`src/sv/rae_pkg.sv`:
```
// Shared types, opcodes and constants of the register ALU instruction executor.
package rae_pkg;

    localparam int RAE_NUM_REGISTERS = 16;
    localparam int RAE_QUEUE_DEPTH = 2;
    localparam int RAE_QUEUE_AW = (RAE_QUEUE_DEPTH > 1) ? $clog2(RAE_QUEUE_DEPTH) : 1;
    localparam int RAE_DIV_STEPS = 32;
    localparam int RAE_DIV_CW = $clog2(RAE_DIV_STEPS);

    localparam logic [7:0] OPC_LDI    = 8'h00;
    localparam logic [7:0] OPC_ADD_RR = 8'h10;
    localparam logic [7:0] OPC_ADD_RI = 8'h11;
    localparam logic [7:0] OPC_SUB_RR = 8'h20;
    localparam logic [7:0] OPC_SUB_RI = 8'h21;
    localparam logic [7:0] OPC_MUL_RR = 8'h30;
    localparam logic [7:0] OPC_MUL_RI = 8'h31;
    localparam logic [7:0] OPC_DIV_RR = 8'h40;

    localparam logic [2:0] LAT_ALU = 3'd1;
    localparam logic [2:0] LAT_MUL = 3'd2;
    localparam logic [2:0] LAT_DIV = 3'd4;

    localparam logic [1:0] ST_OK   = 2'd0;
    localparam logic [1:0] ST_IDX  = 2'd1;
    localparam logic [1:0] ST_DIV0 = 2'd2;

    typedef enum logic [2:0] {
        OPK_LDI,
        OPK_ADD,
        OPK_SUB,
        OPK_MUL,
        OPK_DIV
    } op_kind_t;

    typedef struct packed {
        op_kind_t   kind;
        logic       right_is_reg;
        logic       idx_err;
        logic [2:0] latency;
        logic [7:0] rd;
        logic [7:0] lb;
        logic [7:0] rb;
    } rae_uop_t;

    typedef enum logic [2:0] {
        BK_IDLE,
        BK_EXEC,
        BK_DIV,
        BK_FIX,
        BK_DONE
    } back_state_t;

endpackage

```
`src/sv/rae_in_if.sv`:
```
// Instruction channel: four instruction bytes with valid/ready.
interface rae_in_if;
    logic       valid;
    logic       ready;
    logic [7:0] opcode_byte;
    logic [7:0] dest_index;
    logic [7:0] left_byte;
    logic [7:0] right_byte;

    modport source (output valid, output opcode_byte, output dest_index,
                    output left_byte, output right_byte, input ready);
    modport sink (input valid, input opcode_byte, input dest_index,
                  input left_byte, input right_byte, output ready);
endinterface

```
`src/sv/rae_out_if.sv`:
```
// Result channel: write-back report and counters with valid/ready.
interface rae_out_if;
    logic               valid;
    logic               ready;
    logic [7:0]         written_index;
    logic signed [31:0] written_value;
    logic               did_write;
    logic [2:0]         latency_cycles;
    logic [31:0]        cycle_total;
    logic [31:0]        instruction_total;
    logic [1:0]         status_code;

    modport source (output valid, output written_index, output written_value,
                    output did_write, output latency_cycles, output cycle_total,
                    output instruction_total, output status_code, input ready);
    modport sink (input valid, input written_index, input written_value,
                  input did_write, input latency_cycles, input cycle_total,
                  input instruction_total, input status_code, output ready);
endinterface

```
`src/sv/rae_front.sv`:
```
// Front end: accepts instruction items, decodes opcode and checks register indexes.
module rae_front
    import rae_pkg::*;
#(
    parameter int NUM_REGISTERS = RAE_NUM_REGISTERS
)
(
    rae_in_if.sink     instr,
    output logic       uop_valid,
    input  logic       uop_ready,
    output rae_uop_t   uop
);

    localparam logic [8:0] NREG = 9'(NUM_REGISTERS);

    op_kind_t   kind;
    logic       right_is_reg;
    logic [2:0] latency;
    logic       rd_ok;
    logic       lb_ok;
    logic       rb_ok;

    always_comb
    begin
        unique case (instr.opcode_byte)
            OPC_LDI:
            begin
                kind = OPK_LDI; right_is_reg = 1'b0; latency = LAT_ALU;
            end
            OPC_ADD_RR:
            begin
                kind = OPK_ADD; right_is_reg = 1'b1; latency = LAT_ALU;
            end
            OPC_ADD_RI:
            begin
                kind = OPK_ADD; right_is_reg = 1'b0; latency = LAT_ALU;
            end
            OPC_SUB_RR:
            begin
                kind = OPK_SUB; right_is_reg = 1'b1; latency = LAT_ALU;
            end
            OPC_SUB_RI:
            begin
                kind = OPK_SUB; right_is_reg = 1'b0; latency = LAT_ALU;
            end
            OPC_MUL_RR:
            begin
                kind = OPK_MUL; right_is_reg = 1'b1; latency = LAT_MUL;
            end
            OPC_MUL_RI:
            begin
                kind = OPK_MUL; right_is_reg = 1'b0; latency = LAT_MUL;
            end
            OPC_DIV_RR:
            begin
                kind = OPK_DIV; right_is_reg = 1'b1; latency = LAT_DIV;
            end
            default:
            begin
                // unknown opcodes execute as divide by immediate
                kind = OPK_DIV; right_is_reg = 1'b0; latency = LAT_DIV;
            end
        endcase
    end

    assign rd_ok = {1'b0, instr.dest_index} < NREG;
    assign lb_ok = {1'b0, instr.left_byte} < NREG;
    assign rb_ok = {1'b0, instr.right_byte} < NREG;

    always_comb
    begin
        uop.kind         = kind;
        uop.right_is_reg = right_is_reg;
        uop.latency      = latency;
        uop.rd           = instr.dest_index;
        uop.lb           = instr.left_byte;
        uop.rb           = instr.right_byte;
        uop.idx_err      = !rd_ok ||
                           ((kind != OPK_LDI) && (!lb_ok || (right_is_reg && !rb_ok)));
    end

    assign uop_valid   = instr.valid;
    assign instr.ready = uop_ready;

endmodule

```
`src/sv/rae_queue.sv`:
```
// Short FIFO of decoded items between front and back end.
module rae_queue
    import rae_pkg::*;
(
    input  logic     clk,
    input  logic     rst_n,
    input  logic     push_valid,
    output logic     push_ready,
    input  rae_uop_t push_data,
    output logic     pop_valid,
    input  logic     pop_ready,
    output rae_uop_t pop_data
);

    localparam logic [RAE_QUEUE_AW:0] DEPTH = (RAE_QUEUE_AW + 1)'(RAE_QUEUE_DEPTH);
    localparam logic [RAE_QUEUE_AW-1:0] LAST = RAE_QUEUE_AW'(RAE_QUEUE_DEPTH - 1);

    rae_uop_t                slot_reg [RAE_QUEUE_DEPTH];
    logic [RAE_QUEUE_AW-1:0] wr_ptr_reg;
    logic [RAE_QUEUE_AW-1:0] wr_ptr_next;
    logic [RAE_QUEUE_AW-1:0] rd_ptr_reg;
    logic [RAE_QUEUE_AW-1:0] rd_ptr_next;
    logic [RAE_QUEUE_AW:0]   count_reg;
    logic [RAE_QUEUE_AW:0]   count_next;
    logic                    do_push;
    logic                    do_pop;

    assign push_ready = count_reg != DEPTH;
    assign pop_valid  = count_reg != '0;
    assign pop_data   = slot_reg[rd_ptr_reg];
    assign do_push    = push_valid && push_ready;
    assign do_pop     = pop_valid && pop_ready;

    always_comb
    begin
        wr_ptr_next = wr_ptr_reg;
        rd_ptr_next = rd_ptr_reg;
        count_next  = count_reg;
        if (do_push)
        begin
            wr_ptr_next = (wr_ptr_reg == LAST) ? '0 : wr_ptr_reg + 1'b1;
        end
        if (do_pop)
        begin
            rd_ptr_next = (rd_ptr_reg == LAST) ? '0 : rd_ptr_reg + 1'b1;
        end
        if (do_push && !do_pop)
        begin
            count_next = count_reg + 1'b1;
        end
        else if (do_pop && !do_push)
        begin
            count_next = count_reg - 1'b1;
        end
    end

    always_ff @(posedge clk or negedge rst_n)
    begin
        if (!rst_n)
        begin
            wr_ptr_reg <= '0;
            rd_ptr_reg <= '0;
            count_reg  <= '0;
        end
        else
        begin
            wr_ptr_reg <= wr_ptr_next;
            rd_ptr_reg <= rd_ptr_next;
            count_reg  <= count_next;
        end
    end

    always_ff @(posedge clk)
    begin
        if (do_push)
        begin
            slot_reg[wr_ptr_reg] <= push_data;
        end
    end

endmodule

```
`src/sv/rae_back.sv`:
```
// Back end: register file, ALU, iterative divider, counters and result register.
module rae_back
    import rae_pkg::*;
#(
    parameter int NUM_REGISTERS = RAE_NUM_REGISTERS
)
(
    input  logic        clk,
    input  logic        rst_n,
    input  logic        uop_valid,
    output logic        uop_ready,
    input  rae_uop_t    uop,
    rae_out_if.source   result
);

    localparam int RW = $clog2(NUM_REGISTERS);
    localparam logic [RAE_DIV_CW-1:0] DIV_LAST = RAE_DIV_CW'(RAE_DIV_STEPS - 1);

    back_state_t state_reg;
    back_state_t state_next;

    logic [31:0]              rf_mem [NUM_REGISTERS];
    logic [NUM_REGISTERS-1:0] rf_vld_reg;

    rae_uop_t    item_reg;
    logic [31:0] a_raw_reg;
    logic [31:0] b_raw_reg;
    logic        a_vld_reg;
    logic        b_vld_reg;
    logic [31:0] a_op;
    logic [31:0] b_op;

    logic [31:0] res_reg;
    logic        wr_reg;
    logic [1:0]  status_reg;

    logic [31:0]           rem_reg;
    logic [31:0]           quo_reg;
    logic [31:0]           dvs_reg;
    logic                  neg_reg;
    logic [RAE_DIV_CW-1:0] div_cnt_reg;
    logic [32:0]           shifted;
    logic [32:0]           diff;
    logic                  ge;

    logic [31:0] cyc_reg;
    logic [31:0] ins_reg;
    logic [32:0] cyc_sum;
    logic [32:0] ins_sum;
    logic [31:0] cyc_next;
    logic [31:0] ins_next;

    logic               out_vld_reg;
    logic [7:0]         out_index_reg;
    logic signed [31:0] out_value_reg;
    logic               out_wr_reg;
    logic [2:0]         out_lat_reg;
    logic [31:0]        out_cyc_reg;
    logic [31:0]        out_ins_reg;
    logic [1:0]         out_status_reg;

    logic out_free;
    logic pop;
    logic div_start;
    logic load_out;

    assign a_op = a_vld_reg ? a_raw_reg : '0;
    assign b_op = item_reg.right_is_reg ? (b_vld_reg ? b_raw_reg : '0)
                                        : {24'd0, item_reg.rb};
    assign out_free = !out_vld_reg || result.ready;

    always_comb
    begin
        state_next = state_reg;
        unique case (state_reg)
            BK_IDLE:
            begin
                if (uop_valid)
                begin
                    state_next = BK_EXEC;
                end
            end
            BK_EXEC:
            begin
                if (!item_reg.idx_err && item_reg.kind == OPK_DIV && b_op != '0)
                begin
                    state_next = BK_DIV;
                end
                else
                begin
                    state_next = BK_DONE;
                end
            end
            BK_DIV:
            begin
                if (div_cnt_reg == DIV_LAST)
                begin
                    state_next = BK_FIX;
                end
            end
            BK_FIX:
            begin
                state_next = BK_DONE;
            end
            BK_DONE:
            begin
                if (out_free)
                begin
                    state_next = BK_IDLE;
                end
            end
            default:
            begin
                state_next = BK_IDLE;
            end
        endcase
    end

    always_comb
    begin
        uop_ready = state_reg == BK_IDLE;
        div_start = (state_reg == BK_EXEC) && !item_reg.idx_err &&
                    (item_reg.kind == OPK_DIV) && (b_op != '0);
        load_out  = (state_reg == BK_DONE) && out_free;
    end

    assign pop = uop_valid && uop_ready;

    // restoring divide step on magnitudes, one quotient bit per cycle
    assign shifted = {rem_reg, quo_reg[31]};
    assign ge      = shifted >= {1'b0, dvs_reg};
    assign diff    = shifted - {1'b0, dvs_reg};

    assign cyc_sum  = {1'b0, cyc_reg} + {30'd0, item_reg.latency};
    assign ins_sum  = {1'b0, ins_reg} + 33'd1;
    assign cyc_next = cyc_sum[32] ? '1 : cyc_sum[31:0];
    assign ins_next = ins_sum[32] ? '1 : ins_sum[31:0];

    always_ff @(posedge clk or negedge rst_n)
    begin
        if (!rst_n)
        begin
            state_reg   <= BK_IDLE;
            div_cnt_reg <= '0;
            rf_vld_reg  <= '0;
            cyc_reg     <= 32'd2;
            ins_reg     <= '0;
            out_vld_reg <= 1'b0;
        end
        else
        begin
            state_reg <= state_next;
            if (div_start)
            begin
                div_cnt_reg <= '0;
            end
            else if (state_reg == BK_DIV)
            begin
                div_cnt_reg <= div_cnt_reg + 1'b1;
            end
            if (load_out)
            begin
                cyc_reg     <= cyc_next;
                ins_reg     <= ins_next;
                out_vld_reg <= 1'b1;
                if (wr_reg)
                begin
                    rf_vld_reg[item_reg.rd[RW-1:0]] <= 1'b1;
                end
            end
            else if (result.ready)
            begin
                out_vld_reg <= 1'b0;
            end
        end
    end

    always_ff @(posedge clk)
    begin
        if (pop)
        begin
            item_reg  <= uop;
            a_raw_reg <= rf_mem[uop.lb[RW-1:0]];
            b_raw_reg <= rf_mem[uop.rb[RW-1:0]];
            a_vld_reg <= rf_vld_reg[uop.lb[RW-1:0]];
            b_vld_reg <= rf_vld_reg[uop.rb[RW-1:0]];
        end
        if (load_out && wr_reg)
        begin
            rf_mem[item_reg.rd[RW-1:0]] <= res_reg;
        end
    end

    always_ff @(posedge clk)
    begin
        unique case (state_reg)
            BK_EXEC:
            begin
                status_reg <= ST_OK;
                wr_reg     <= 1'b1;
                unique case (item_reg.kind)
                    OPK_LDI: res_reg <= {24'd0, item_reg.lb};
                    OPK_ADD: res_reg <= a_op + b_op;
                    OPK_SUB: res_reg <= a_op - b_op;
                    OPK_MUL: res_reg <= a_op * b_op;
                    OPK_DIV:
                    begin
                        res_reg <= '0;
                        if (b_op == '0)
                        begin
                            wr_reg     <= 1'b0;
                            status_reg <= ST_DIV0;
                        end
                    end
                    default: res_reg <= '0;
                endcase
                if (item_reg.idx_err)
                begin
                    wr_reg     <= 1'b0;
                    status_reg <= ST_IDX;
                end
                rem_reg <= '0;
                quo_reg <= a_op[31] ? -a_op : a_op;
                dvs_reg <= b_op[31] ? -b_op : b_op;
                neg_reg <= a_op[31] ^ b_op[31];
            end
            BK_DIV:
            begin
                rem_reg <= ge ? diff[31:0] : shifted[31:0];
                quo_reg <= {quo_reg[30:0], ge};
            end
            BK_FIX:
            begin
                res_reg <= neg_reg ? -quo_reg : quo_reg;
            end
            default:
            begin
            end
        endcase
    end

    always_ff @(posedge clk)
    begin
        if (load_out)
        begin
            out_index_reg  <= item_reg.rd;
            out_value_reg  <= wr_reg ? res_reg : '0;
            out_wr_reg     <= wr_reg;
            out_lat_reg    <= item_reg.latency;
            out_cyc_reg    <= cyc_next;
            out_ins_reg    <= ins_next;
            out_status_reg <= status_reg;
        end
    end

    assign result.valid             = out_vld_reg;
    assign result.written_index     = out_index_reg;
    assign result.written_value     = out_value_reg;
    assign result.did_write         = out_wr_reg;
    assign result.latency_cycles    = out_lat_reg;
    assign result.cycle_total       = out_cyc_reg;
    assign result.instruction_total = out_ins_reg;
    assign result.status_code       = out_status_reg;

endmodule

```
`src/sv/register_alu_instruction_executor.sv`:
```
// Top level of the register ALU instruction executor: front end, queue, back end.
//
//  channel   modport            items
//  instr     rae_in_if.sink     opcode_byte, dest_index, left_byte, right_byte
//  result    rae_out_if.source  index, value, did_write, latency, totals, status
//
// In the back end, load, add, subtract, multiply and faulted items go from EXEC
// to DONE; divide passes the one-bit-per-cycle divider (32 steps) and sign fix.
// The two-entry queue accepts until full while the back end or the result waits.
// Reset clears the register file valid bits, sets the cycle count to 2 and the
// instruction count to 0; the block is ready as soon as reset is released.
module register_alu_instruction_executor
    import rae_pkg::*;
#(
    parameter int NUM_REGISTERS = RAE_NUM_REGISTERS
)
(
    input  logic       clk,
    input  logic       rst_n,
    rae_in_if.sink     instr,
    rae_out_if.source  result
);

    logic     f_valid;
    logic     f_ready;
    rae_uop_t f_uop;
    logic     q_valid;
    logic     q_ready;
    rae_uop_t q_uop;

    rae_front #(
        .NUM_REGISTERS (NUM_REGISTERS)
    ) u_front (
        .instr     (instr),
        .uop_valid (f_valid),
        .uop_ready (f_ready),
        .uop       (f_uop)
    );

    rae_queue u_queue (
        .clk        (clk),
        .rst_n      (rst_n),
        .push_valid (f_valid),
        .push_ready (f_ready),
        .push_data  (f_uop),
        .pop_valid  (q_valid),
        .pop_ready  (q_ready),
        .pop_data   (q_uop)
    );

    rae_back #(
        .NUM_REGISTERS (NUM_REGISTERS)
    ) u_back (
        .clk       (clk),
        .rst_n     (rst_n),
        .uop_valid (q_valid),
        .uop_ready (q_ready),
        .uop       (q_uop),
        .result    (result)
    );

    a_write_ok: assert property (@(posedge clk) disable iff (!rst_n)
        result.valid && result.did_write |-> result.status_code == ST_OK)
        else $error("write reported with fault status");

    a_fault_zero: assert property (@(posedge clk) disable iff (!rst_n)
        result.valid && !result.did_write |->
            result.written_value == '0 && result.status_code != ST_OK)
        else $error("unwritten item carries a value or ok status");

    a_div0_lat: assert property (@(posedge clk) disable iff (!rst_n)
        result.valid && result.status_code == ST_DIV0 |-> result.latency_cycles == LAT_DIV)
        else $error("divide-by-zero on a non-divide latency");

    a_totals_grow: assert property (@(posedge clk) disable iff (!rst_n)
        (result.valid && result.ready) ##1 result.valid |->
            result.instruction_total >= $past(result.instruction_total) &&
            result.cycle_total >= $past(result.cycle_total))
        else $error("running totals went backward");

endmodule
```
`src/flat_wrapper.sv`:
```
// flat-port wrapper written by rule: the top's interface ports become plain ports
module register_alu_instruction_executor_flat import rae_pkg::*;
#(
    parameter int NUM_REGISTERS = RAE_NUM_REGISTERS
)
  (clk, rst_n, instr_valid, instr_opcode_byte, instr_dest_index, instr_left_byte, instr_right_byte, instr_ready, result_valid, result_written_index, result_written_value, result_did_write, result_latency_cycles, result_cycle_total, result_instruction_total, result_status_code, result_ready);
  rae_in_if instr_i ();
  rae_out_if result_i ();
  input  logic clk;
  input  logic rst_n;
  input wire logic [$bits(instr_i.valid)-1:0] instr_valid;
  input wire logic [$bits(instr_i.opcode_byte)-1:0] instr_opcode_byte;
  input wire logic [$bits(instr_i.dest_index)-1:0] instr_dest_index;
  input wire logic [$bits(instr_i.left_byte)-1:0] instr_left_byte;
  input wire logic [$bits(instr_i.right_byte)-1:0] instr_right_byte;
  output wire logic [$bits(instr_i.ready)-1:0] instr_ready;
  output wire logic [$bits(result_i.valid)-1:0] result_valid;
  output wire logic [$bits(result_i.written_index)-1:0] result_written_index;
  output wire logic [$bits(result_i.written_value)-1:0] result_written_value;
  output wire logic [$bits(result_i.did_write)-1:0] result_did_write;
  output wire logic [$bits(result_i.latency_cycles)-1:0] result_latency_cycles;
  output wire logic [$bits(result_i.cycle_total)-1:0] result_cycle_total;
  output wire logic [$bits(result_i.instruction_total)-1:0] result_instruction_total;
  output wire logic [$bits(result_i.status_code)-1:0] result_status_code;
  input wire logic [$bits(result_i.ready)-1:0] result_ready;
  assign instr_i.valid = instr_valid;
  assign instr_i.opcode_byte = instr_opcode_byte;
  assign instr_i.dest_index = instr_dest_index;
  assign instr_i.left_byte = instr_left_byte;
  assign instr_i.right_byte = instr_right_byte;
  assign instr_ready = instr_i.ready;
  assign result_valid = result_i.valid;
  assign result_written_index = result_i.written_index;
  assign result_written_value = result_i.written_value;
  assign result_did_write = result_i.did_write;
  assign result_latency_cycles = result_i.latency_cycles;
  assign result_cycle_total = result_i.cycle_total;
  assign result_instruction_total = result_i.instruction_total;
  assign result_status_code = result_i.status_code;
  assign result_i.ready = result_ready;
  register_alu_instruction_executor #(.NUM_REGISTERS(NUM_REGISTERS)) u_core (.clk(clk), .rst_n(rst_n), .instr(instr_i), .result(result_i));
endmodule
```
`config.mk`:
```
export PLATFORM = sky130hd
export DESIGN_NAME = register_alu_instruction_executor_flat
export DESIGN_NICKNAME = d
export VERILOG_FILES = /design/src/sv/rae_pkg.sv /design/src/sv/rae_in_if.sv /design/src/sv/rae_out_if.sv /design/src/sv/rae_front.sv /design/src/sv/rae_queue.sv /design/src/sv/rae_back.sv /design/src/sv/register_alu_instruction_executor.sv /design/src/flat_wrapper.sv
export SDC_FILE = /design/constraint.sdc
export NUM_CORES = 2
export LEC_CHECK = 0
export BUFFER_PORTS_ARGS = -buffer_cell sky130_fd_sc_hd__buf_2
export CAP_MARGIN = 0
export CORE_ASPECT_RATIO = 1.75
export CORE_MARGIN = 2
export CORE_UTILIZATION = 40
export CTS_CLUSTER_SIZE = 40
export DETAILED_ROUTE_END_ITERATION = 10
export SYNTH_ARGS = -nofsm -noshare
export SYNTH_HDL_FRONTEND = slang
export SYNTH_SLANG_ARGS = --single-unit
```
`constraint.sdc`:
```
create_clock -name clk -period 11.58 [get_ports clk]
set_clock_uncertainty 0.15 [all_clocks]
set_input_delay 0.579 -clock clk [delete_from_list [all_inputs] [get_ports clk]]
set_output_delay 0.579 -clock clk [all_outputs]
set_load 0.005 [all_outputs]
```
**Yosys cells after proc, flatten, opt, wreduce, memory -nomap -nowiden**

Memories as Yosys holds them, arrays and structs flattened. A register that Yosys moved wholly into a read port is not among the register bits.
Index checks and enable logic that the tools add are counted.

- Eq/ne operators: 20
- Reduce and logical (&&, ||, !) cells: 44
- Add/sub/neg operators: 13
- Bitwise gates (word level): 3
- $mul: 1
- Order comparisons: 8
- Muxes and demuxes: 43

Operators by type and width:

| kind | count |
|---|---|
| $mux W32 | 8 |
| $pmux W32 S2 | 3 |
| $pmux W32 S4 | 1 |
| $neg A32 Y32 | 3 |
| $sub A32 B32 Y32 | 2 |
| $add A32 B1 Y33 const B | 1 |
| $add A32 B3 Y33 | 1 |
| $ge A33 B32 Y1 | 1 |
| $add A32 B32 Y32 | 1 |
| $eq A8 B6 Y1 const B | 4 |
| $logic_not A32 Y1 | 1 |
| $mul A32 B32 Y32 | 1 |
| $reduce_bool A32 Y1 | 1 |
| $mux W31 | 1 |
| $lt A8 B5 Y1 const B | 3 |
| $eq A8 B5 Y1 const B | 2 |
| $or A16 B16 Y16 | 1 |
| $lt A4 B5 Y1 const B | 3 |
| $mux W1 | 15 |
| $pmux W3 S5 | 1 |
| $logic_and A1 B1 Y1 | 14 |
| $eq A3 B2 Y1 const B | 4 |
| $mux W3 | 4 |
| $pmux W3 S4 | 1 |
| 28 further kinds | 55 |

- Word-level logic and storage cells: 168
- Bits of input ports: 36
- Memories: 2
- RAM bits: 576
- Output and inout port bits: 112
- Register bits: 369

Memories:

| name | depth | width | read ports | clocked after memory_dff | write ports | line | source |
|---|---|---|---|---|---|---|---|
| u_core.u_back.rf_mem | 16 | 32 | 2 | 2 | 1 | rae_back.sv:22 | `logic [31:0] rf_mem [NUM_REGISTERS];` |
| u_core.u_queue.slot_reg | 2 | 32 | 1 | 0 | 1 | rae_queue.sv:18 | `rae_uop_t slot_reg [RAE_QUEUE_DEPTH];` |

**Logic depth before layout (Yosys ltp)**

- Depth in word-level cells: 7
- Gate-level depth with buffers: 33
- Mapped depth without buffers: 28

**Modules after synthesis**

Synthesis repeated with hierarchy kept, for this count alone.

- Cells, all modules: 5135
- Area, all modules: 64805.9 um^2

Modules (own cells, without submodules):

| module | area an instance (um^2) | cells an instance | times used | seq. area each (um^2) |
|---|---|---|---|---|
| rae_back | 61820.5 | 4968 | 1 | 27812.9 |
| rae_queue | 2658.8 | 118 | 1 | 2021.9 |
| rae_front | 326.6 | 49 | 1 | 0.0 |

**Least setup slack after synthesis**

Ideal clock, no wire load.

- Path kind: register -> register
- Start: register u_core.u_back.item_reg[28] in the netlist's numbering
- End: register u_core.u_back.res_reg[31], data pin
- Arrival: 8.009 ns
- Clock period less this slack: 8.420 ns
- Library setup time: 0.261 ns
- Buffers on the path: 5
- Cell stages (with the launch flop): 30
- Setup slack: 3.160 ns
- Data required time: 11.169 ns
- Cells stage by stage: edfxtp_1 clkbuf_1 and2_1 clkbuf_1 clkbuf_1 a22oi_1 clkbuf_1 buf_1 nor2_1 fa_1 fa_1 fa_1 inv_1 fa_1 inv_1 fa_1 inv_1 fa_1 inv_1 fa_1 fa_1 ha_1 nand3_1 or3_1 o211a_1 o21ai_0 a31oi_1 xnor2_1 nor2_1 a221o_1

- Cells in the longest elaborated chain, start to end: 4
- Elaborated cells between the ends (all ways): 6
- Classes of those cells: add/sub: 2; mul: 1; mux: 3

Ends and longest elaborated chain:

| element | line | source |
|---|---|---|
| from (decl) | rae_back.sv:25 | `rae_uop_t item_reg;` |
| from (signal assigned) | rae_back.sv:182 | `item_reg <= uop;` |
| $mux W32 (*) | rae_back.sv:68 | `assign b_op = item_reg.right_is_reg ? (b_vld_reg ? b_raw_reg : '0)` |
| $mul A32 B32 Y32, or another cell as far along | rae_back.sv:205 | `OPK_MUL: res_reg <= a_op * b_op;` |
| $pmux W32 S4 (*) | rae_back.sv:201 | `unique case (item_reg.kind)` |
| $pmux W32 S2 (*) | rae_back.sv:196 | `unique case (state_reg)` |
| to (signal assigned) | rae_back.sv:202 | `OPK_LDI: res_reg <= {24'd0, item_reg.lb};` |
| to (signal assigned) | rae_back.sv:203 | `OPK_ADD: res_reg <= a_op + b_op;` |
| to (signal assigned) | rae_back.sv:205 |  |
| to (decl) | rae_back.sv:33 | `logic [31:0] res_reg;` |

Every way passes the cells marked *; elsewhere a longest branch is shown, timed or not.
A chain may end at the register's enable or synchronous reset.

**Worst setup path after layout**

- Start: register u_core.u_back.b_vld_reg
- End: register u_core.u_back.res_reg[31], data pin

- Cells in the longest elaborated chain, start to end: 5
- Elaborated cells between the ends (all ways): 7
- Classes of those cells: add/sub: 2; mul: 1; mux: 4

Ends and longest elaborated chain:

| element | line | source |
|---|---|---|
| from (decl) | rae_back.sv:29 | `logic b_vld_reg;` |
| from (signal assigned) | rae_back.sv:186 | `b_vld_reg <= rf_vld_reg[uop.rb[RW-1:0]];` |
| $mux W32 (*) (2 in a row) | rae_back.sv:68 |  |
| $mul A32 B32 Y32, or another cell as far along | rae_back.sv:205 |  |
| $pmux W32 S4 (*) | rae_back.sv:201 |  |
| $pmux W32 S2 (*) | rae_back.sv:196 |  |

Marks and branches as above.

==> results.yml <==
outcome:
  status: "finished clean"
timing:
  slew_viol_final: 0
  slew_headroom: 0.118
  period_share: 0.864
  tightest_slew_ns: 1.31
  fin_crit_ns: 10.01
  setup_viol: 0
  tns_ns: 0
  fmax_mhz: 99.9
  grt_setup_unrepaired: "no"
  hold_viol: 0
floorplan:
  fp-row-count: 196
  start_util: 0.402
  boundaryPins: 148
  die_h_microns: 539
  dieArea_sq_um: 167000
  fp.dieW_microns: 310
  coreArea_sq_um: 163000
placement:
  io_buffers: 147
  globalplace.congestion: 1.05
  hpwl_mm: 164
worst_hold_path:
  holdCritPathClass: "in -> reg"
synthesis:
  synth_warnings: 0
  synth_cells: 6083
  yosys-top-cells-area: "edfxtp_1, fa_1, nand2_1"
  synth_area_sq_um: 65400
  synth_edf_count: 916
  synth_top_cell_area_share: 0.421
  ys_seq_elements: 1009
  synthFlopType: "edfxtp_1"
  synth-seq-area-share: 0.456
  synth-async-reset-ratio: 0.0922
  synth_fp_nets: 6727
  synth_cell_types: 93
  synth.avg_cell_area_sq_um: 10.7
  synth_top_area_cell: "edfxtp_1"
grt:
  grt_pass1_wl_mm: 342
  grt_max_degree: 160
  grt_overflow: 0
  grt_pass1_vias: 51010
  antenna_found_initial: 22
  gr-usage-all-layers: 0.285
final_layout:
  multiInputGateArea_sq_um: 32600
  area_growth_pct: 10.4
  drive_above_1_share: 0.111
  nFillCells: 15191
  final_common_cell: "nand2_1"
  seqCellArea_sq_um: 29800
  mostFrequentLayoutCells: "nand2_1, edfxtp_1, nor2_1"
  largest_reg_flops: 512
  nNetsFinal: 6776
worst_setup_path:
  critical_path_class: "reg -> reg"
  startpoint_type: "register"
  endpoint_kind: "register"
  cp_slowest_cell: "edfxtp_1"
  critical-path-top-cell-by-count: "fa_1"
  crit_fanout: 53
  worst-endpoint-required_ns: 11.91
  slowest_delay_ns: 0.95
  worstPathArrival_ns: 10.33
drt:
  drtIter0Drc: 4761
  drt-vias-per-instance: 5.92
  ant_nets: 0
  wirelength_mm: 238
  avgRoutedWirePerCell_microns: 28.4
  num_vias: 49734
  drc_errors: 0
  first_pass_iters: 8
job:
  maxCapViolations: 0
clock_tree:
  max-clock-path-buffers: 3
  cts_sinks: 1009
  tritoncts: "yes"
  cts.repair.resized: 0
  path_clk_slew_ns: 0.07
  insertion_delay_ns: 0.74
  root_buffer: "clkbuf_16"
  h-tree-depth: 3
  numCtsBuffers: 98
[stage by stage]
| step | worst slack [ns] | hold slack (ns) | std cells | instance area [sq um] | util |
|---|---|---|---|---|---|
| floorplan | 3.16 | 0.133 | 6083 | 65400 | - |
| global placement | 2.00 | 0.260 | 8187 | 68700 | 0.423 |
| detailed placement | 1.94 | 0.258 | 8187 | 68700 | 0.423 |
| CTS | 1.85 | 0.00348 | 8390 | 72200 | 0.444 |
| global route | 1.31 | 0.00854 | 8392 | 72200 | 0.444 |
| finish | 1.57 | 0.0498 | 8401 | 72200 | 0.444 |
[synth_stat cells, drive strengths merged, types with 20 or more instances]
cell type / number
nand2: 1142
edfxtp: 916
nor2: 532
inv: 470
fa: 411
nand3: 370
clkbuf: 288
ha: 197
xnor2: 162
a21oi: 155
o21ai: 146
mux4: 132
xor2: 124
a31oi: 116
and3: 101
dfrtp: 92
a311oi: 68
buf: 50
and2: 49
nor3: 44
a21o: 39
mux2: 39
nand2b: 39
o21a: 36
o31ai: 30
or2: 29
nand4: 26
mux2i: 22
or4: 20
[routing by layer]
| layer | part of all wire | wire, microns | global-route usage | vias up |
|---|---|---|---|---|
| li1 | - | - | - | 21154 |
| met3 | 0.069 | 16500 | 0.0461 | 849 |
| met5 | 0.00031 | 75 | 0 | - |
| met1 | 0.34 | 81500 | 0.315 | 25181 |
| met4 | 0.084 | 20100 | 0.207 | 10 |
| met2 | 0.50 | 120000 | 0.492 | 2540 |
[layout make-up]
cell class,instances,share of cell area
inverter,489,0.0258
clock buffer,117,0.0361
timing repair buffer,288,0.0262
multi-input combinational,4246,0.452
clock inverter,63,0.00875
tap,2178,0.0377
antenna,11,0.000381
sequential,1009,0.413
[repair_timing]
item                                   in CTS  in global routing
setup buffers                               0                  0
hold buffers                               23                  0
setup endpoints to repair                   0                  0
endpoints found under the hold margin      62                  0
[worst max-delay path, delay by kind of cell, from the launching register on]
kind            cells  cell delay [ns]
fa+ha+maj           9             3.28
compound gates      7             2.80
xor+xnor            1             0.15
buf+inv             3             0.70
simple gates        5             1.66
flops               1             0.95
[worst paths after layout]
check                                           startpoint                                     to  slack, ns  cells after the start
min in group asynchronous                            rst_n              u_core.u_back.cyc_reg[24]       0.12                      2
worst min-delay path                   instr_dest_index[4]         u_core.u_queue.slot_reg[1][20]       0.05                      1
max in group asynchronous                            rst_n              u_core.u_queue.rd_ptr_reg       9.79                      3
worst max register to register     u_core.u_back.b_vld_reg              u_core.u_back.res_reg[31]       1.57                     25
worst max-delay path               u_core.u_back.b_vld_reg              u_core.u_back.res_reg[31]       1.57                     25
worst min register to register  u_core.u_back.item_reg[22]  u_core.u_back.result.written_index[6]       0.29                      0
[kinds of logic (layout without fill, tap and decap cells)]
family	Yosys count	count (layout)	share of synthesized area
simple gates	2420	2420	0.162
xor+xnor	290	290	0.0397
mux	193	193	0.0556
compound gates	735	735	0.0742
fa+ha+maj	608	608	0.164
flops	1009	1009	0.456
other cells	0	11	0
buf+inv	828	957	0.0487
Power is left out: the tool's default activity adds up to more than one toggle a clock period on the data nets, which glitch-free logic cannot reach.
